$ cat src/rtl/core/npps_pkg.sv
// shared types, constants and helpers for the next probable prime search block
`timescale 1ns / 1ps
`default_nettype none
package npps_pkg;

	// width of the start word and of the result word
	localparam int unsigned FIELD_W = 32;

	typedef logic [FIELD_W-1:0] field_t;
	typedef logic [2:0] small_res_t;

	// one bit of a msb-first residue walk: (2r + b) mod m, with r < m and m at most 7
	function automatic small_res_t res_step(input small_res_t r, input logic b,
			input small_res_t m);
		logic [3:0] t;
		t = {r, b};
		if (t >= {1'b0, m}) begin
			t = t - {1'b0, m};
		end
		return t[2:0];
	endfunction

endpackage
`default_nettype wire

$ cat src/rtl/core/next_probable_prime_search_top.sv
// next probable prime search: residue filter and iterative modular exponentiation
// sequencing: per candidate a residue walk over the W bits and the evaluate step, then for each
//   of bases 3 and 5 (W-1) squarings and up to (W-1) base multiplies, each a shift-and-add
//   modular multiply; after the last candidate the done state waits while a held result
//   is stalled, then loads the output word
// throughput: one word at a time, the next start is taken the cycle after the output loads
// reset: arst_n clears the sequencer and the result valid flag, no result pending
`timescale 1ns / 1ps
`default_nettype none
module next_probable_prime_search_top #(
	parameter int unsigned VALUE_WIDTH = 32
) (
	input  wire logic             clk,
	input  wire logic             arst_n,
	input  wire logic             start_valid,
	output logic                  start_stall,
	input  wire npps_pkg::field_t start_value,
	output logic                  result_valid,
	input  wire logic             result_stall,
	output npps_pkg::field_t      prime_found,
	output logic                  overflow
);
	import npps_pkg::*;

	localparam int unsigned W   = VALUE_WIDTH;
	localparam int unsigned CW  = (W > 1) ? $clog2(W) : 1;

	localparam logic [2:0] S_IDLE = 3'd0;
	localparam logic [2:0] S_RES  = 3'd1;
	localparam logic [2:0] S_EVAL = 3'd2;
	localparam logic [2:0] S_MUL  = 3'd3;
	localparam logic [2:0] S_EXP  = 3'd4;
	localparam logic [2:0] S_NEXT = 3'd5;
	localparam logic [2:0] S_DONE = 3'd6;

	localparam small_res_t MOD3 = 3'd3;
	localparam small_res_t MOD5 = 3'd5;
	localparam small_res_t MOD7 = 3'd7;

	logic [2:0]    state_q;
	logic [W-1:0]  cand_q;
	logic [W-1:0]  acc_q;
	logic [W-1:0]  mcand_q;
	logic [W-1:0]  mplier_q;
	logic [CW-1:0] cnt_q;
	logic [CW-1:0] ebit_q;
	logic          phase_q;
	logic          sq_q;
	logic          base5_q;
	logic          ovf_q;
	small_res_t    rm3_q;
	small_res_t    rm5_q;
	small_res_t    rm7_q;
	logic          res_valid_q;
	field_t        prime_q;
	logic          res_ovf_q;

	logic [63:0]   start_ext;
	logic          start_big;
	logic [W-1:0]  start_cand;
	logic [W-1:0]  cand_plus2;
	logic [W-1:0]  exp_word;
	logic [W-1:0]  base_val;
	logic [W-1:0]  addend;
	logic [W:0]    sum;
	logic [W:0]    diff;
	logic [W-1:0]  red;
	logic [63:0]   cand_ext;
	logic          out_free;
	logic          pass;

	assign start_ext  = 64'(start_value);
	assign start_big  = (start_ext >> W) != 64'd0;
	// an even start moves up to the next odd value
	assign start_cand = start_ext[W-1:0] | W'(1);
	assign cand_plus2 = cand_q + W'(2);
	assign exp_word   = cand_q >> 1;
	assign base_val   = base5_q ? W'(5) : W'(3);
	assign cand_ext   = 64'(cand_q);

	// shared add and reduce: doubles acc in phase 0, adds the multiplicand in phase 1
	assign addend = phase_q ? mcand_q : acc_q;
	assign sum    = {1'b0, acc_q} + {1'b0, addend};
	assign diff   = sum - {1'b0, cand_q};
	assign red    = (sum >= {1'b0, cand_q}) ? diff[W-1:0] : sum[W-1:0];

	// euler test outcome: 1 or p-1 (p is odd, so p-1 just clears bit zero)
	assign pass = (acc_q == W'(1)) || (acc_q == {cand_q[W-1:1], 1'b0});

	assign out_free    = !res_valid_q || !result_stall;
	assign start_stall = (state_q != S_IDLE);

	always_ff @(posedge clk or negedge arst_n) begin
		if (!arst_n) begin
			state_q <= S_IDLE;
		end else begin
			case (state_q)
				S_IDLE: begin
					if (start_valid) begin
						if (start_big) begin
							state_q <= S_DONE;
						end else begin
							state_q <= S_RES;
						end
					end
				end
				S_RES: begin
					if (cnt_q == '0) begin
						state_q <= S_EVAL;
					end
				end
				S_EVAL: begin
					if (cand_q == W'(1)) begin
						state_q <= S_DONE;
					end else if (rm3_q == '0 || rm5_q == '0 || rm7_q == '0) begin
						state_q <= S_NEXT;
					end else begin
						state_q <= S_MUL;
					end
				end
				S_MUL: begin
					if ((phase_q || !mplier_q[W-1]) && cnt_q == '0) begin
						state_q <= S_EXP;
					end
				end
				S_EXP: begin
					if ((sq_q && exp_word[ebit_q]) || ebit_q != '0) begin
						state_q <= S_MUL;
					end else if (!pass) begin
						state_q <= S_NEXT;
					end else if (!base5_q) begin
						state_q <= S_MUL;
					end else begin
						state_q <= S_DONE;
					end
				end
				S_NEXT: begin
					if (&cand_q) begin
						state_q <= S_DONE;
					end else begin
						state_q <= S_RES;
					end
				end
				S_DONE: begin
					if (out_free) begin
						state_q <= S_IDLE;
					end
				end
				default: begin
					state_q <= S_IDLE;
				end
			endcase
		end
	end

	// datapath registers, no reset needed
	always_ff @(posedge clk) begin
		case (state_q)
			S_IDLE: begin
				cand_q   <= start_cand;
				mplier_q <= start_cand;
				cnt_q    <= CW'(W - 1);
				rm3_q    <= '0;
				rm5_q    <= '0;
				rm7_q    <= '0;
				ovf_q    <= start_big;
			end
			S_RES: begin
				rm3_q    <= res_step(rm3_q, mplier_q[W-1], MOD3);
				rm5_q    <= res_step(rm5_q, mplier_q[W-1], MOD5);
				rm7_q    <= res_step(rm7_q, mplier_q[W-1], MOD7);
				mplier_q <= mplier_q << 1;
				if (cnt_q != '0) begin
					cnt_q <= cnt_q - CW'(1);
				end
			end
			S_EVAL: begin
				// first square of the base-3 test starts from r = 1
				base5_q  <= 1'b0;
				sq_q     <= 1'b1;
				ebit_q   <= CW'(W - 2);
				acc_q    <= '0;
				mcand_q  <= W'(1);
				mplier_q <= W'(1);
				cnt_q    <= CW'(W - 1);
				phase_q  <= 1'b0;
			end
			S_MUL: begin
				acc_q <= red;
				if (!phase_q && mplier_q[W-1]) begin
					phase_q <= 1'b1;
				end else begin
					phase_q  <= 1'b0;
					mplier_q <= mplier_q << 1;
					if (cnt_q != '0) begin
						cnt_q <= cnt_q - CW'(1);
					end
				end
			end
			S_EXP: begin
				acc_q   <= '0;
				cnt_q   <= CW'(W - 1);
				phase_q <= 1'b0;
				if (sq_q && exp_word[ebit_q]) begin
					sq_q     <= 1'b0;
					mcand_q  <= acc_q;
					mplier_q <= base_val;
				end else if (ebit_q != '0) begin
					sq_q     <= 1'b1;
					ebit_q   <= ebit_q - CW'(1);
					mcand_q  <= acc_q;
					mplier_q <= acc_q;
				end else begin
					// base 3 passed: restart the ladder for base 5
					base5_q  <= 1'b1;
					sq_q     <= 1'b1;
					ebit_q   <= CW'(W - 2);
					mcand_q  <= W'(1);
					mplier_q <= W'(1);
				end
			end
			S_NEXT: begin
				cand_q   <= cand_plus2;
				mplier_q <= cand_plus2;
				cnt_q    <= CW'(W - 1);
				rm3_q    <= '0;
				rm5_q    <= '0;
				rm7_q    <= '0;
				ovf_q    <= &cand_q;
			end
			default: begin
			end
		endcase
	end

	// output word register
	always_ff @(posedge clk or negedge arst_n) begin
		if (!arst_n) begin
			res_valid_q <= 1'b0;
		end else if (state_q == S_DONE && out_free) begin
			res_valid_q <= 1'b1;
		end else if (!result_stall) begin
			res_valid_q <= 1'b0;
		end
	end

	always_ff @(posedge clk) begin
		if (state_q == S_DONE && out_free) begin
			prime_q   <= ovf_q ? '0 : cand_ext[FIELD_W-1:0];
			res_ovf_q <= ovf_q;
		end
	end

	assign result_valid = res_valid_q;
	assign prime_found  = prime_q;
	assign overflow     = res_ovf_q;

endmodule
`default_nettype wire

$ cat config.mk
export PLATFORM = sky130hd
export DESIGN_NAME = next_probable_prime_search_top
export DESIGN_NICKNAME = d
export VERILOG_FILES = /design/src/rtl/core/npps_pkg.sv /design/src/rtl/core/next_probable_prime_search_top.sv
export SDC_FILE = /design/constraint.sdc
export NUM_CORES = 1
export LEC_CHECK = 0
export BUFFER_PORTS_ARGS = -buffer_cell sky130_fd_sc_hd__buf_2
export CORE_ASPECT_RATIO = 1.5
export CORE_MARGIN = 2
export CORE_UTILIZATION = 50
export DETAILED_ROUTE_END_ITERATION = 10
export PLACE_DENSITY = 0.67
export SLEW_MARGIN = 20
export SYNTH_ARGS = -nofsm -noshare
export SYNTH_HDL_FRONTEND = slang
export SYNTH_SLANG_ARGS = --single-unit
$ cat constraint.sdc
create_clock -name clk -period 8.01 [get_ports clk]
set_input_delay 1.602 -clock clk [delete_from_list [all_inputs] [get_ports clk]]
set_output_delay 1.602 -clock clk [all_outputs]
set_load 0.01 [all_outputs]
==> results of run 1 <==
[how the worst min path moves through the flow]
stage / start / end / slack, ps
2_1_floorplan: mplier_q[18] / mplier_q[19] / 510
3_3_place_gp: result_valid / result_valid / 490
3_5_place_dp: result_valid / result_valid / 550
4_1_cts: mplier_q[21] / mplier_q[22] / 560
5_1_grt: mplier_q[21] / mplier_q[22] / 590
6_report: result_valid / result_valid / 550
[layout by cell type, fill, tap and decap left out, types with 7 or more instances in the layout]
master	instances
sky130_fd_sc_hd__edfxtp_1	183
sky130_fd_sc_hd__nor2_1	135
sky130_fd_sc_hd__nand2_1	134
sky130_fd_sc_hd__xnor2_1	96
sky130_fd_sc_hd__a21oi_1	83
sky130_fd_sc_hd__ha_1	72
sky130_fd_sc_hd__buf_2	69
sky130_fd_sc_hd__inv_1	60
sky130_fd_sc_hd__a21o_1	42
sky130_fd_sc_hd__o21ai_0	37
sky130_fd_sc_hd__and2_1	37
sky130_fd_sc_hd__mux2_2	32
sky130_fd_sc_hd__nand3_1	30
sky130_fd_sc_hd__mux2i_1	26
sky130_fd_sc_hd__xor2_1	23
sky130_fd_sc_hd__nor3_1	22
sky130_fd_sc_hd__nand4_1	22
sky130_fd_sc_hd__o21ai_1	19
sky130_fd_sc_hd__nor4_1	19
sky130_fd_sc_hd__clkbuf_16	17
sky130_fd_sc_hd__o211ai_1	14
sky130_fd_sc_hd__buf_4	14
sky130_fd_sc_hd__o21a_1	12
sky130_fd_sc_hd__nor2b_1	12
sky130_fd_sc_hd__and3_1	11
sky130_fd_sc_hd__nand2b_1	11
sky130_fd_sc_hd__a22oi_1	10
sky130_fd_sc_hd__a211oi_1	10
sky130_fd_sc_hd__o2bb2ai_1	10
sky130_fd_sc_hd__mux4_2	9
sky130_fd_sc_hd__a221oi_1	9
sky130_fd_sc_hd__a222oi_1	9
sky130_fd_sc_hd__a211oi_2	8
sky130_fd_sc_hd__or3_1	7
[power by group]
group | leakage (nW) | total (W) | switching, W | internal [W]
Clock | 0.317 | 0.000986 | 0.000392 | 0.000594
Combinational | 3.66 | 0.0000200 | 0.0000101 | 0.00000986
Sequential | 1.71 | 0.00106 | 0.0000000000000000000183 | 0.00106
[stage by stage]
stage	hold slack (ps)	total power (W)	cell area (um2)	setup WS [ps]	instances
after CTS	559	0.00207	14700	1360	1755
after global routing	594	0.00210	14700	937	1755
after detailed placement	547	0.00110	14000	1370	1723
after floorplan	510	0.00109	13400	2630	1361
final	553	0.00207	14700	1350	1755
after global placement	494	0.00110	14000	1480	1723
[cells by family after synthesis]
family                   after synthesis  share of synthesized area
AND/OR/NAND/NOR                      472                      0.168
buffers and inverters                122                     0.0410
adder cells (fa/ha/maj)               74                     0.0700
flip-flops                           187                      0.416
XOR/XNOR                             119                     0.0775
AO/OA/AOI/OAI                        320                      0.167
multiplexers                          67                     0.0612
[metal layers]
| layer | wire, um | part of all wire | vias up |
|---|---|---|---|
| li1 | - | - | 5090 |
| met3 | 2180 | 0.055 | 112 |
| met1 | 15200 | 0.39 | 5355 |
| met5 | 0 | 0 | - |
| met2 | 20000 | 0.51 | 431 |
| met4 | 2020 | 0.051 | 0 |
[worst reg2reg max path, delay by kind of cell (launching register included)]
kind,cells,cell delay (ps)
multiplexers,1,440
XOR/XNOR,1,120
AND/OR/NAND/NOR,3,580
buffers and inverters,1,310
adder cells (fa/ha/maj),2,660
flip-flops,1,750
AO/OA/AOI/OAI,12,3540
[area by class of cell]
type,instances,share of cell area
Sequential cell,187,0.381
Clock inverter,11,0.0148
Tap cell,337,0.0287
Multi-Input combinational cell,1052,0.498
Clock buffer,21,0.0306
Timing Repair Buffer,83,0.0306
Inverter,64,0.0163
[flip-flops by register name, summed over array words and instances, names as in the netlist]
register,cells
state_q,3
result_valid,1
ebit_q,5
overflow,1
cnt_q,5
phase_q,1
ovf_q,1
rm5_q,3
rm3_q,3
mplier_q,32
base5_q,1
sq_q,1
prime_found,32
rm7_q,3
cand_q,31
mcand_q,32
acc_q,32
==> implementation parameters, run 1 <==
Parameter                              Value

Run status
  Result of the run ... finished, final reports clean

Worst setup path
  Worst path buffer plus inverter count ... 1
  Worst Setup Start Kind ... flip-flop
  Worst Setup Path Type ... reg2reg
  R2R Path Start ... phase_q
  Crit path depth ... 20
  Maximum cell stage delay along the critical path ... 750 ps
  Cells on worst reg2reg path ... 20
  Crit Path Max Fanout ... 29
  Launching instance or port of the critical path ... phase_q
  Worst reg2reg path endpoint ... acc_q[27]
  R2R setup slack ... 1350 ps
  Endpoint arrival time on the critical path ... 6870 ps
  Crit path capture type ... flip-flop
  Crit path required time ... 8220 ps
  Capturing instance or port of the critical path ... acc_q[27]
  Standard cell with the maximum stage delay on the critical path ... sky130_fd_sc_hd__edfxtp_1
  Crit-path leading delay family ... compound AO/OA/AOI/OAI gates
  Cells along the critical path ... mux2_2 > ha_1 > a211oi_1 > o21a_1 > a21oi_1 > o41ai_2 > o31ai_1 > a21o_1 > a21oi_1 > xnor2_1 > ha_1 > nand4_1 > nor3_2 > a21boi_4 > o211ai_4 > a2111oi_4 > a211o_2 > buf_4 > nand2b_1 > o32ai_2

Finish
  Share of the core filled with cells in the final layout ... 0.555
  Area of all sequential standard cells ... 0.00560 mm2
  Filler Cell Count ... 2392
  Ratio of cells with drive above 1 in the final layout ... 0.138
  Number of antenna cells inserted ... 0
  Combined area of the multi-input logic cells ... 0.00732 mm2
  Synth-to-layout area growth ... 9.29%
  # nets final ... 1515

Logic synthesis
  Leading cell type by number of instances after synthesis ... sky130_fd_sc_hd__edfxtp_1
  Most frequently used flop master after synthesis ... sky130_fd_sc_hd__edfxtp_1
  Count of flip-flops with a built-in enable after synthesis ... 183
  Flip-flop and latch count after synthesis ... 187
  Cell types with the largest area share after synthesis ... sky130_fd_sc_hd__edfxtp_1, sky130_fd_sc_hd__ha_1, sky130_fd_sc_hd__xnor2_1, sky130_fd_sc_hd__nand2_1, sky130_fd_sc_hd__nor2_1
  Yosys cell types ... 82
  Fraction of registers with async set or reset after synthesis ... 0.0214
  Synth top area share ... 0.409
  Mapped Cells ... 1361
  Cell taking the most area after synthesis ... sky130_fd_sc_hd__edfxtp_1
  Count of warnings emitted by yosys ... 0
  Total nets after synthesis ... 1471
  Share of the yosys chip area belonging to registers ... 0.416
  Mean cell area of the mapped netlist ... 9.88 um2
  Commonest cells in the synthesized netlist ... sky130_fd_sc_hd__edfxtp_1, sky130_fd_sc_hd__nand2_1, sky130_fd_sc_hd__nor2_1
  Total standard cell area after synthesis ... 0.0134 mm2

Die
  Chip Width ... 138 um
  Die area ... 0.0283 mm2
  Number of ports placed on the die boundary ... 71
  Die Y-Extent ... 205 um
  Effective utilization at floorplan ... 0.508
  Std-Cell Rows ... 73
  Area inside the core boundary ... 0.0265 mm2

Global routing
  Grt total ovfl ... 0
  Overall fraction of global-route tracks in use ... 0.284
  GR Layer Usage met3 ... 0.0403
  Number of antenna violations at the first check in global routing ... 0
  Largest net degree at the start of global routing ... 59
  Met2 layer usage reported by global route ... 0.493
  Met1 track utilization from global routing ... 0.336
  Via count of the first global-routing pass ... 10891
  Top Usage Layer GRT ... met2
  Wire length of the first global-routing pass ... 59.9 mm

Run
  Count of max-cap constraint violations ... 0

Power
  Ratio of total power to cell area ... 140 mW/mm2
  Highest ir drop seen on vdd ... 0.159 mV
  Total leakage power ... 5.68 nW

STA
  Part of the cycle the worst path needs ... 0.832
  Setup Skew ... 11.3 ps
  Unrepaired setup endpoints after global routing ... no
  Achievable clock frequency ... 150 MHz
  Fin crit period ... 6660 ps
  Fin. Hold Viols ... 0
  Setup tns final ... 0 ps
  Count of final setup violators ... 0
  Worst-Margin Slew ... 1100 ps
  Number of slew-limit violations in the final report ... 0
  Remaining max-slew budget at the tightest pin ... 0.266

Clocking
  Clk sinks ... 187
  Worst-path clk slew ... 70 ps
  Buffer levels on the longest clock path ... 2
  Clock buffer count from CTS ... 17
  CTS root buffer ... sky130_fd_sc_hd__clkbuf_16
  Post-CTS Setup Repair Bufs ... 0
  Clock tree from TritonCTS ... built
  Insertion delay of the later-clocked pin in the worst-skew pair ... 470 ps
  H-tree Lvls ... 4
  Post-CTS resize count ... 0
  CTS hold repair buffers ... 0

Route
  Length of the first detailed-routing pass in iterations ... 6
  Via count ... 10988
  Final routed DRC violation total ... 0
  Initial DRC count ... 960
  Routed length per placed instance ... 22.4 um
  Number of nets still failing antenna checks after routing ... 0
  Sum of routed wire length over all layers ... 39.4 mm
  Mean number of vias per cell ... 6.26

Placement
  Count of input and output buffers ... 69
  Routability Congestion ... 0.942
  DPL Wire Length ... 28.9 mm

Min path
  Worst hold path type ... reg2reg
  Number of cells traversed by the worst hold path ... 2
Note: power is estimated with default switching activity, not from simulation.
==> inputs of run 2 (changes only) <==
Settings changed: PLACE_DENSITY 0.67 to 0.7.
Clock period 8.01 ns to 5.6 ns, I/O delays scaled along.
==> implementation parameters, run 2 (synthesis gave the netlist of run 1 again) <==
Parameter                              Value

Run status
  Result of the run ... finished, final reports clean

STA
  Fin. Hold Viols ... 0 (unchanged)
  Count of final setup violators ... 0 (unchanged)
  Fin crit period ... 5390 ps (-1280 ps)
  Part of the cycle the worst path needs ... 0.962 (+0.130)
  Unrepaired setup endpoints after global routing ... no
  Setup Skew ... 9.39 ps (-1.93 ps)
  Worst-Margin Slew ... 1070 ps (-28.5 ps)
  Remaining max-slew budget at the tightest pin ... 0.285 (+0.0191)
  Achievable clock frequency ... 186 MHz (+24%)
  Setup tns final ... 0 ps (unchanged)
  Number of slew-limit violations in the final report ... 0 (unchanged)

Route
  Via count ... 10948 (-0.36%)
  Mean number of vias per cell ... 6.12 (-2.3%)
  Number of nets still failing antenna checks after routing ... 0 (unchanged)
  Sum of routed wire length over all layers ... 38.6 mm (-2.0%)
  Initial DRC count ... 1018 (+6.0%)
  Routed length per placed instance ... 21.6 um (-3.8%)
  Final routed DRC violation total ... 0 (unchanged)
  Length of the first detailed-routing pass in iterations ... 6 (unchanged)

Clocking
  H-tree Lvls ... 4 (unchanged)
  Clk sinks ... 187 (unchanged)
  CTS hold repair buffers ... 0 (unchanged)
  Buffer levels on the longest clock path ... 2 (unchanged)
  Clock tree from TritonCTS ... built
  Clock buffer count from CTS ... 17 (unchanged)
  Insertion delay of the later-clocked pin in the worst-skew pair ... 450 ps (-20 ps)
  Worst-path clk slew ... 70 ps (about the same)
  CTS root buffer ... sky130_fd_sc_hd__clkbuf_16

Worst setup path
  Crit path capture type ... flip-flop
  Maximum cell stage delay along the critical path ... 510 ps (-240 ps)
  Worst Setup Start Kind ... flip-flop
  Worst path buffer plus inverter count ... 3 (+2)
  Crit-path leading delay family ... compound AO/OA/AOI/OAI gates
  Crit Path Max Fanout ... 14 (-52%)
  Endpoint arrival time on the critical path ... 5570 ps (-1300 ps)
  Cells along the critical path ... buf_6 > buf_4 > mux2_2 > ha_1 > o21a_1 > o21a_1 > a21o_2 > a211oi_4 > o211a_1 > nor3_2 > o41a_1 > xor2_2 > ha_4 > and3_1 > nand4_1 > nor3_2 > a31oi_1 > nand3_1 > a211o_4 > buf_12 > mux2i_2 > nor2_1
  Standard cell with the maximum stage delay on the critical path ... sky130_fd_sc_hd__edfxtp_1
  Worst Setup Path Type ... reg2reg
  Crit path required time ... 5780 ps (-2440 ps)

Global routing
  Grt total ovfl ... 0 (unchanged)
  Overall fraction of global-route tracks in use ... 0.278 (-0.00547)
  Via count of the first global-routing pass ... 10868 (-0.21%)
  Wire length of the first global-routing pass ... 59.3 mm (-0.91%)
  Number of antenna violations at the first check in global routing ... 0 (unchanged)
  Largest net degree at the start of global routing ... 56 (-5.1%)

Finish
  Area of all sequential standard cells ... 0.00560 mm2 (unchanged)
  Combined area of the multi-input logic cells ... 0.00743 mm2 (+1.5%)
  Ratio of cells with drive above 1 in the final layout ... 0.167 (+0.0291)
  Filler Cell Count ... 2304 (-3.7%)
  # nets final ... 1550 (+2.3%)
  Number of antenna cells inserted ... 0 (unchanged)
  Commonest non-fill, non-tap cell in the layout ... sky130_fd_sc_hd__edfxtp_1
  Commonest cells after routing, fill and taps aside ... sky130_fd_sc_hd__edfxtp_1, sky130_fd_sc_hd__nor2_1, sky130_fd_sc_hd__nand2_1, sky130_fd_sc_hd__xnor2_1, sky130_fd_sc_hd__a21oi_1
  Synth-to-layout area growth ... 11.2%

Die
  Number of ports placed on the die boundary ... 71 (unchanged)
  Chip Width ... 138 um (unchanged)
  Area inside the core boundary ... 0.0265 mm2 (unchanged)
  Die Y-Extent ... 205 um (unchanged)
  Std-Cell Rows ... 73 (unchanged)
  Effective utilization at floorplan ... 0.508 (unchanged)
  Die area ... 0.0283 mm2 (unchanged)

Placement
  Count of input and output buffers ... 69 (unchanged)
  DPL Wire Length ... 28.9 mm (about the same)
  Routability Congestion ... 0.944 (+0.19%)

Power
  Total leakage power ... 5.80 nW (+2.0%)
  Highest ir drop seen on vdd ... 0.226 mV (+42%)
  Power Internal ... 0.00212 W (+28%)
  Share of power burned in the clock network ... 0.418 (-0.060)
  Comb pwr share ... 0.011 (about the same)
  Seq pwr share ... 0.571 (+0.058)
  Net switching fraction of the power ... 0.200 (+0.00529)
  Total Power Consumption ... 0.00265 W (+29%)
  Ratio of total power to cell area ... 178 mW/mm2 (+26%)
  Switching power ... 0.000531 W (+32%)

Min path
  Worst hold path type ... in2async

Run
  Count of max-cap constraint violations ... 0 (unchanged)
-- run 2: repair_timing --
action,in CTS,in global routing
setup buffers,0,3
pin swaps,0,7
cloned,0,1
gates resized for setup,1,23
setup endpoints to repair,4,32
-- run 2: cell type report --
class / instances / area share
Multi-Input combinational cell: 1052 / 0.497
Sequential cell: 187 / 0.374
Timing Repair Buffer: 118 / 0.0502
Clock buffer: 18 / 0.0287
Tap cell: 337 / 0.0282
Inverter: 64 / 0.0161
Clock inverter: 13 / 0.00569
-- run 2: through the flow --
stage | cell area [um2] | utilization | setup WS (ps) | hold WS [ps] | std cells
2_1_floorplan | 13400 | - | 218 | 510 | 1361
5_1_grt | 15000 | 0.565 | 4.34 | 453 | 1789
3_3_place_gp | 14300 | 0.539 | 34.2 | 491 | 1754
6_report | 15000 | 0.565 | 211 | 453 | 1789
3_5_place_dp | 14300 | 0.539 | -6.49 | 513 | 1754
4_1_cts | 14800 | 0.558 | 46.1 | 445 | 1785
-- run 2: path summary, 6_finish.rpt --
| check | startpoint | depth (start not counted) | to | slack, ps |
|---|---|---|---|---|
| worst max register to register | phase_q | 22 | acc_q[7] | 210 |
| min in group clk | result_valid | 2 | result_valid | 520 |
| worst min-delay path | arst_n | 1 | state_q[2] | 450 |
| worst min register to register | result_valid | 2 | result_valid | 520 |
| worst max-delay path | phase_q | 22 | acc_q[7] | 210 |
| max in group asynchronous | arst_n | 1 | result_valid | 5030 |
-- run 2: layer usage --
layer | track usage | routed length [um] | vias to the layer above
met5 | 0 | 0 | -
met4 | 0.153 | 2140 | 0
met3 | 0.0426 | 2150 | 125
met2 | 0.478 | 19600 | 454
met1 | 0.329 | 14700 | 5202
li1 | - | - | 5167
-- run 2: power by group through the flow --
| stage | Combinational, W | Clock, W | Sequential, W |
|---|---|---|---|
| after floorplan | 0.00000896 | 0 | 0.00155 |
| after global placement | 0.0000275 | 0 | 0.00155 |
| after detailed placement | 0.0000285 | 0 | 0.00155 |
| after CTS | 0.0000287 | 0.00112 | 0.00152 |
| after global routing | 0.0000315 | 0.00117 | 0.00151 |
| final | 0.0000291 | 0.00111 | 0.00152 |
